`src/rtl/asbs_pkg.sv`:
```
// Shared constants, control/status structs and the quarter-wave sine series
// for the additive sine bank synthesizer. No dependencies.
package asbs_pkg;

  localparam int DEF_MAX_TONES    = 8192;
  localparam int DEF_SINE_ENTRIES = 1024;

  localparam int SAMPLE_RATE = 44100;
  // 999999 mod 44100: per-tone time advance
  localparam int TONE_STEP   = 29799;
  // floor(2^32 / 44100) and floor(2^24 / 255) for reciprocal division
  localparam int RECIP_FS    = 97391;
  localparam int RECIP_255   = 65793;
  localparam int FULL_SCALE  = 32767;
  localparam longint unsigned HALF_PI_Q30 = 64'd1686629713;

  localparam logic [14:0] BASE_FREQ_RST    = 15'd500;
  localparam logic [13:0] ACTIVE_TONES_RST = 14'd7000;

  localparam logic REG_BASE_FREQ    = 1'b0;
  localparam logic REG_ACTIVE_TONES = 1'b1;

  // (2n)(2n+1) for n = 1..8
  localparam longint unsigned TAYLOR_DIV [8] = '{64'd6, 64'd20, 64'd42, 64'd72,
                                                 64'd110, 64'd156, 64'd210, 64'd272};

  typedef struct packed {
    logic clr_step;
    logic wr_amp;
    logic load_t;
    logic mod_step;
    logic walk_start;
    logic walk_step;
    logic div_start;
    logic div_step;
    logic load_out;
  } cmd_t;

  typedef struct packed {
    logic clr_last;
    logic mod_done;
    logic walk_last;
    logic tones_zero;
    logic pipe_empty;
    logic sum_zero;
    logic div_done;
    logic out_busy;
  } stat_t;

  // Q30 sine on [0, pi/2], elaboration only
  function automatic longint unsigned quarter_sine_q30(longint unsigned x);
    longint unsigned x2;
    longint unsigned term;
    longint unsigned sum;
    x2   = (x * x) >> 30;
    term = x;
    sum  = x;
    for (int n = 1; n <= 8; n++) begin
      term = ((term * x2) >> 30) / TAYLOR_DIV[n-1];
      if (n % 2 == 1) sum = sum - term;
      else            sum = sum + term;
    end
    return sum;
  endfunction

endpackage

```
`src/rtl/asbs_ctrl.sv`:
```
// Sequencer for the additive sine bank: clear pass, time reduction, tone
// walk, drain, divide and result hand-off. Depends on asbs_pkg.
module asbs_ctrl (
  input  logic           clk,
  input  logic           rst_n,
  input  logic           in_valid,
  input  logic           in_action,
  output logic           in_ready,
  input  asbs_pkg::stat_t stat,
  output asbs_pkg::cmd_t  cmd
);
  import asbs_pkg::*;

  typedef enum logic [7:0] {
    ST_CLEAR = 8'b0000_0001,
    ST_IDLE  = 8'b0000_0010,
    ST_MOD   = 8'b0000_0100,
    ST_WINIT = 8'b0000_1000,
    ST_WALK  = 8'b0001_0000,
    ST_DRAIN = 8'b0010_0000,
    ST_DIV   = 8'b0100_0000,
    ST_FIN   = 8'b1000_0000
  } state_t;

  state_t state_r, state_nxt;
  logic   accept;

  assign in_ready = (state_r == ST_IDLE);
  assign accept   = in_valid & in_ready;

  always_comb begin
    state_nxt = state_r;
    cmd       = '0;
    unique case (state_r)
      ST_CLEAR: begin
        cmd.clr_step = 1'b1;
        if (stat.clr_last) state_nxt = ST_IDLE;
      end
      ST_IDLE: begin
        cmd.wr_amp = accept & ~in_action;
        cmd.load_t = accept & in_action;
        if (accept & in_action) state_nxt = ST_MOD;
      end
      ST_MOD: begin
        cmd.mod_step = 1'b1;
        if (stat.mod_done) state_nxt = ST_WINIT;
      end
      ST_WINIT: begin
        cmd.walk_start = 1'b1;
        state_nxt = stat.tones_zero ? ST_DRAIN : ST_WALK;
      end
      ST_WALK: begin
        cmd.walk_step = 1'b1;
        if (stat.walk_last) state_nxt = ST_DRAIN;
      end
      ST_DRAIN: begin
        if (stat.pipe_empty) begin
          if (stat.sum_zero) begin
            state_nxt = ST_FIN;
          end else begin
            cmd.div_start = 1'b1;
            state_nxt = ST_DIV;
          end
        end
      end
      ST_DIV: begin
        cmd.div_step = 1'b1;
        if (stat.div_done) state_nxt = ST_FIN;
      end
      ST_FIN: begin
        if (!stat.out_busy) begin
          cmd.load_out = 1'b1;
          state_nxt = ST_IDLE;
        end
      end
      default: state_nxt = ST_IDLE;
    endcase
  end

  always_ff @(posedge clk) begin
    if (!rst_n) state_r <= ST_CLEAR;
    else        state_r <= state_nxt;
  end

endmodule

```
`config.mk`:
```
export PLATFORM = sky130hd
export DESIGN_NAME = asbs_ctrl
export DESIGN_NICKNAME = d
export VERILOG_FILES = /design/src/rtl/asbs_pkg.sv /design/src/rtl/asbs_ctrl.sv
export SDC_FILE = /design/constraint.sdc
export NUM_CORES = 1
export LEC_CHECK = 0
export ABC_CLOCK_PERIOD_IN_PS = 1900
export BUFFER_PORTS_ARGS = -buffer_cell sky130_fd_sc_hd__buf_2
export CORE_UTILIZATION = 42
export CTS_CLUSTER_DIAMETER = 40
export DETAILED_ROUTE_END_ITERATION = 10
export HOLD_SLACK_MARGIN = 0.12
export PLACE_DENSITY = 0.77
export SLEW_MARGIN = 20
export SYNTH_ARGS = -nofsm -noshare
export SYNTH_HDL_FRONTEND = slang
export SYNTH_SLANG_ARGS = --single-unit
```
`constraint.sdc`:
```
create_clock -name clk -period 1.9 [get_ports clk]
set_input_delay 0.095 -clock clk [delete_from_list [all_inputs] [get_ports clk]]
set_output_delay 0.095 -clock clk [all_outputs]
set_load 0.01 [all_outputs]
```
==> results.cfg <==
[floorplanning]
die-area_um2 = 1580
core-area_um2 = 1320
boundaryPins = 22
die_w_um = 39.7
num_rows = 13
initial_utilization_pct = 45.4
die_height_um = 39.7

[finish]
largest_reg_flops = 8
fin_nets = 120
antenna_cells_inserted = 0
area_growth_pct = 44.8
max_flop_register = state_r
finalNonFillerCells = 121
layout.cells.most_common_list = 21 x sky130_fd_sc_hd__buf_2, 6 x sky130_fd_sc_hd__nor2_1, 6 x sky130_fd_sc_hd__buf_4, 6 x sky130_fd_sc_hd__dfxtp_1, 5 x sky130_fd_sc_hd__nand2b_1
commonest_non_fill_non_tap_cell_in_the_layout = sky130_fd_sc_hd__buf_2
layout-drive-gt1-share_pct = 43.4
reg.largest.list = state_r (8)

[yosys]
sequential_area_share_after_synthesis_pct = 26.8
synthesis.nets = 86
synth-seq-cells = 8
syn_std_cell_area_um2 = 598
synthesis_warning_total = 0
yosys.area.top_type_share_pct = 26.8
synthDominantAreaCellType = sky130_fd_sc_hd__dfxtp_1
avgSynthCellArea_um2 = 8.08
synth.lib_cells_used.distinct = 38
yosys-top-cells-area = sky130_fd_sc_hd__dfxtp_1 27%, sky130_fd_sc_hd__nand2b_1 5.2%, sky130_fd_sc_hd__nor2_1 5.0%
synthesis.instances = 74

[clock_tree]
cts_tree = built
cts.path.max_buffers = 2
cts_num_sinks = 8
cts_root_buffer = sky130_fd_sc_hd__clkbuf_4
cts_max_level = 1
cts_buffers = 3
clock_latency_on_the_worst_skew_pair_ps = 260
cts.clk_slew.worst_paths_ps = 60

[setup_path]
worst_ep_arrival_time_ps = 1860
worstSetupPathType = reg2out
critPathCaptureType = output port
cpMaxStageDelayCell = sky130_fd_sc_hd__or4_4
path_max_fanout = 4
critPathRequiredTime_ps = 1800
critPathLaunchType = flop
crit_path_cell_trace = or4_4, or3_4, nor4b_4, buf_2
crit_path_max_incr_delay_ps = 550

[grt]
first_pass_grt_wire_length_mm = 2.17
grt_pass1_vias = 556
globalRouteTotalUtil_pct = 21.8
grt_max_degree = 10
grt_overflow_total = 0
antenna_found_initial = 0

[routing]
num_vias = 676
dr.first_iter.drc_count = 1
drt_drc_violations_left = 0
via_per_inst = 5.59
antenna_violating_nets_post_route = 0
post_drt_wl_per_cell_um = 12.8
number_of_detailed_route_iterations_in_the_first_pass = 2
detail_route.wirelength_mm = 1.55

[pwr]
intPower_mw = 0.306
pwr_density_cell_nw_per_um2 = 495
netSwitchingFraction_pct = 28.7
leakagePower_nw = 0.381
power.share.clock_pct = 31.4
share_comb_of_total_power_pct = 26.5
fin_total_pwr_mw = 0.429
seqPwrFrac_pct = 42.1
total_switching_power_mw = 0.123
ir_drop_mv = 0.294

[sta]
worstMarginPinSlew_ps = 400
timing.fmax_mhz = 512
finalClockSkew_ps = 6.79
hold_ws_ps = 133
slew_violations = 0
setup-violations-final = 2
final.period_utilization_pct = 103
worst_setup_margin_ps = -53.9
timing.final.hold_violations = 0
timing.final.crit_period_ps = 1950
rsz_0062_raised_after_global_routing = true
worst_slew_margin_rel_pct = 73.3

[placement]
dpl.cell_count = 111
count_of_port_buffers_added_during_placement = 21
post-dp-hpwl_mm = 1.18
routabilityCongestion = 0.903

[job]
number_of_max_capacitance_violations_reported = 0

[status]
outcome = finished, violations left
failed_checks = setup timing

[hold_path]
worstHoldPathType = in2reg
[metrics by stage]
step / util (%) / setup WS, ps / area [µm²] / setup TNS (ps)
after floorplan: - / 89.4 / 598 / 0
after global placement: 55.7 / 62.1 / 733 / 0
after CTS: 61.9 / -50.5 / 816 / -50.5
final: 65.7 / -53.9 / 866 / -59.9
after global routing: 65.7 / -129 / 866 / -350
after detailed placement: 55.7 / 4.14 / 733 / 0
[power groups by stage]
stage	combinational [mW]	clock (mW)	sequential, mW
floorplan	0.0569	0	0.181
global placement	0.0839	0	0.183
detailed placement	0.0862	0	0.184
CTS	0.0999	0.138	0.180
global route	0.123	0.146	0.181
finish	0.114	0.135	0.181
[path summary, 6_finish.rpt]
check / cells past startpoint / slack (ps) / from / end
min reg2reg: 3 / 630 / state_r[5]$_SDFFE_PN0P_ / state_r[5]$_SDFFE_PN0P_
max: 4 / -50 / state_r[5]$_SDFFE_PN0P_ / cmd[0]
min: 2 / 130 / rst_n / state_r[6]$_SDFFE_PN0P_
max reg2reg: 5 / 10 / state_r[5]$_SDFFE_PN0P_ / state_r[5]$_SDFFE_PN0P_
[critical path: cells and delay by family, from the launching register on]
| kind | cells | cell delay (ps) |
|---|---|---|
| AND/OR/NAND/NOR | 3 | 1120 |
| buffers and inverters | 1 | 160 |
| flip-flops | 1 | 320 |
[cell families (layout without fill, tap and decap cells)]
| family | Yosys count | after routing | synth area share (%) |
|---|---|---|---|
| buffers and inverters | 3 | 35 | 2.51 |
| AO/OA/AOI/OAI | 20 | 20 | 25.3 |
| AND/OR/NAND/NOR | 43 | 43 | 45.4 |
| flip-flops | 8 | 8 | 26.8 |
[cell usage after synthesis (all sizes together)]
cell type,n
nand2,4
or3b,1
and3,2
o211ai,1
or4b,1
buf,1
o21ai,5
nand2b,5
o21a,3
a2bb2oi,1
dfxtp,8
or4,2
a31oi,1
nor2,8
o22ai,1
and2,3
nand3,1
nor3,2
o31ai,1
or2b,1
nor2b,1
or2,1
nor4,2
a21oi,2
or3,4
nor4b,1
a32oi,1
nand3b,3
a21boi,3
clkbuf,1
inv,1
o22a,1
and2b,1
[timing repair]
item | 4_1_cts | 5_1_grt
pin swaps | 1 | 4
hold endpoints to repair | 2 | 1
hold buffers | 3 | 1
gates resized for setup | 4 | 7
endpoints found under the setup margin | 2 | 10
setup buffers | 1 | 2
cloned | 0 | 0
[routing by layer]
| metal | part of all wire (%) | vias up | wire (µm) | track usage, % |
|---|---|---|---|---|
| li1 | - | 347 | - | - |
| met1 | 43 | 302 | 671 | 21.5 |
| met2 | 50 | 22 | 777 | 38.9 |
| met3 | 3.5 | 5 | 54 | 5.11 |
| met4 | 3.0 | 0 | 46 | 15.5 |
| met5 | 0 | - | 0 | 0 |
[area by class of cell]
type,count,area [µm²]
sequential,8,163
tap,15,18.8
inverter,1,3.75
timing repair buffer,31,190
clock buffer,3,22.5
fill,100,452
multi-input combinational,63,468
(Power assumes the default switching activity.)
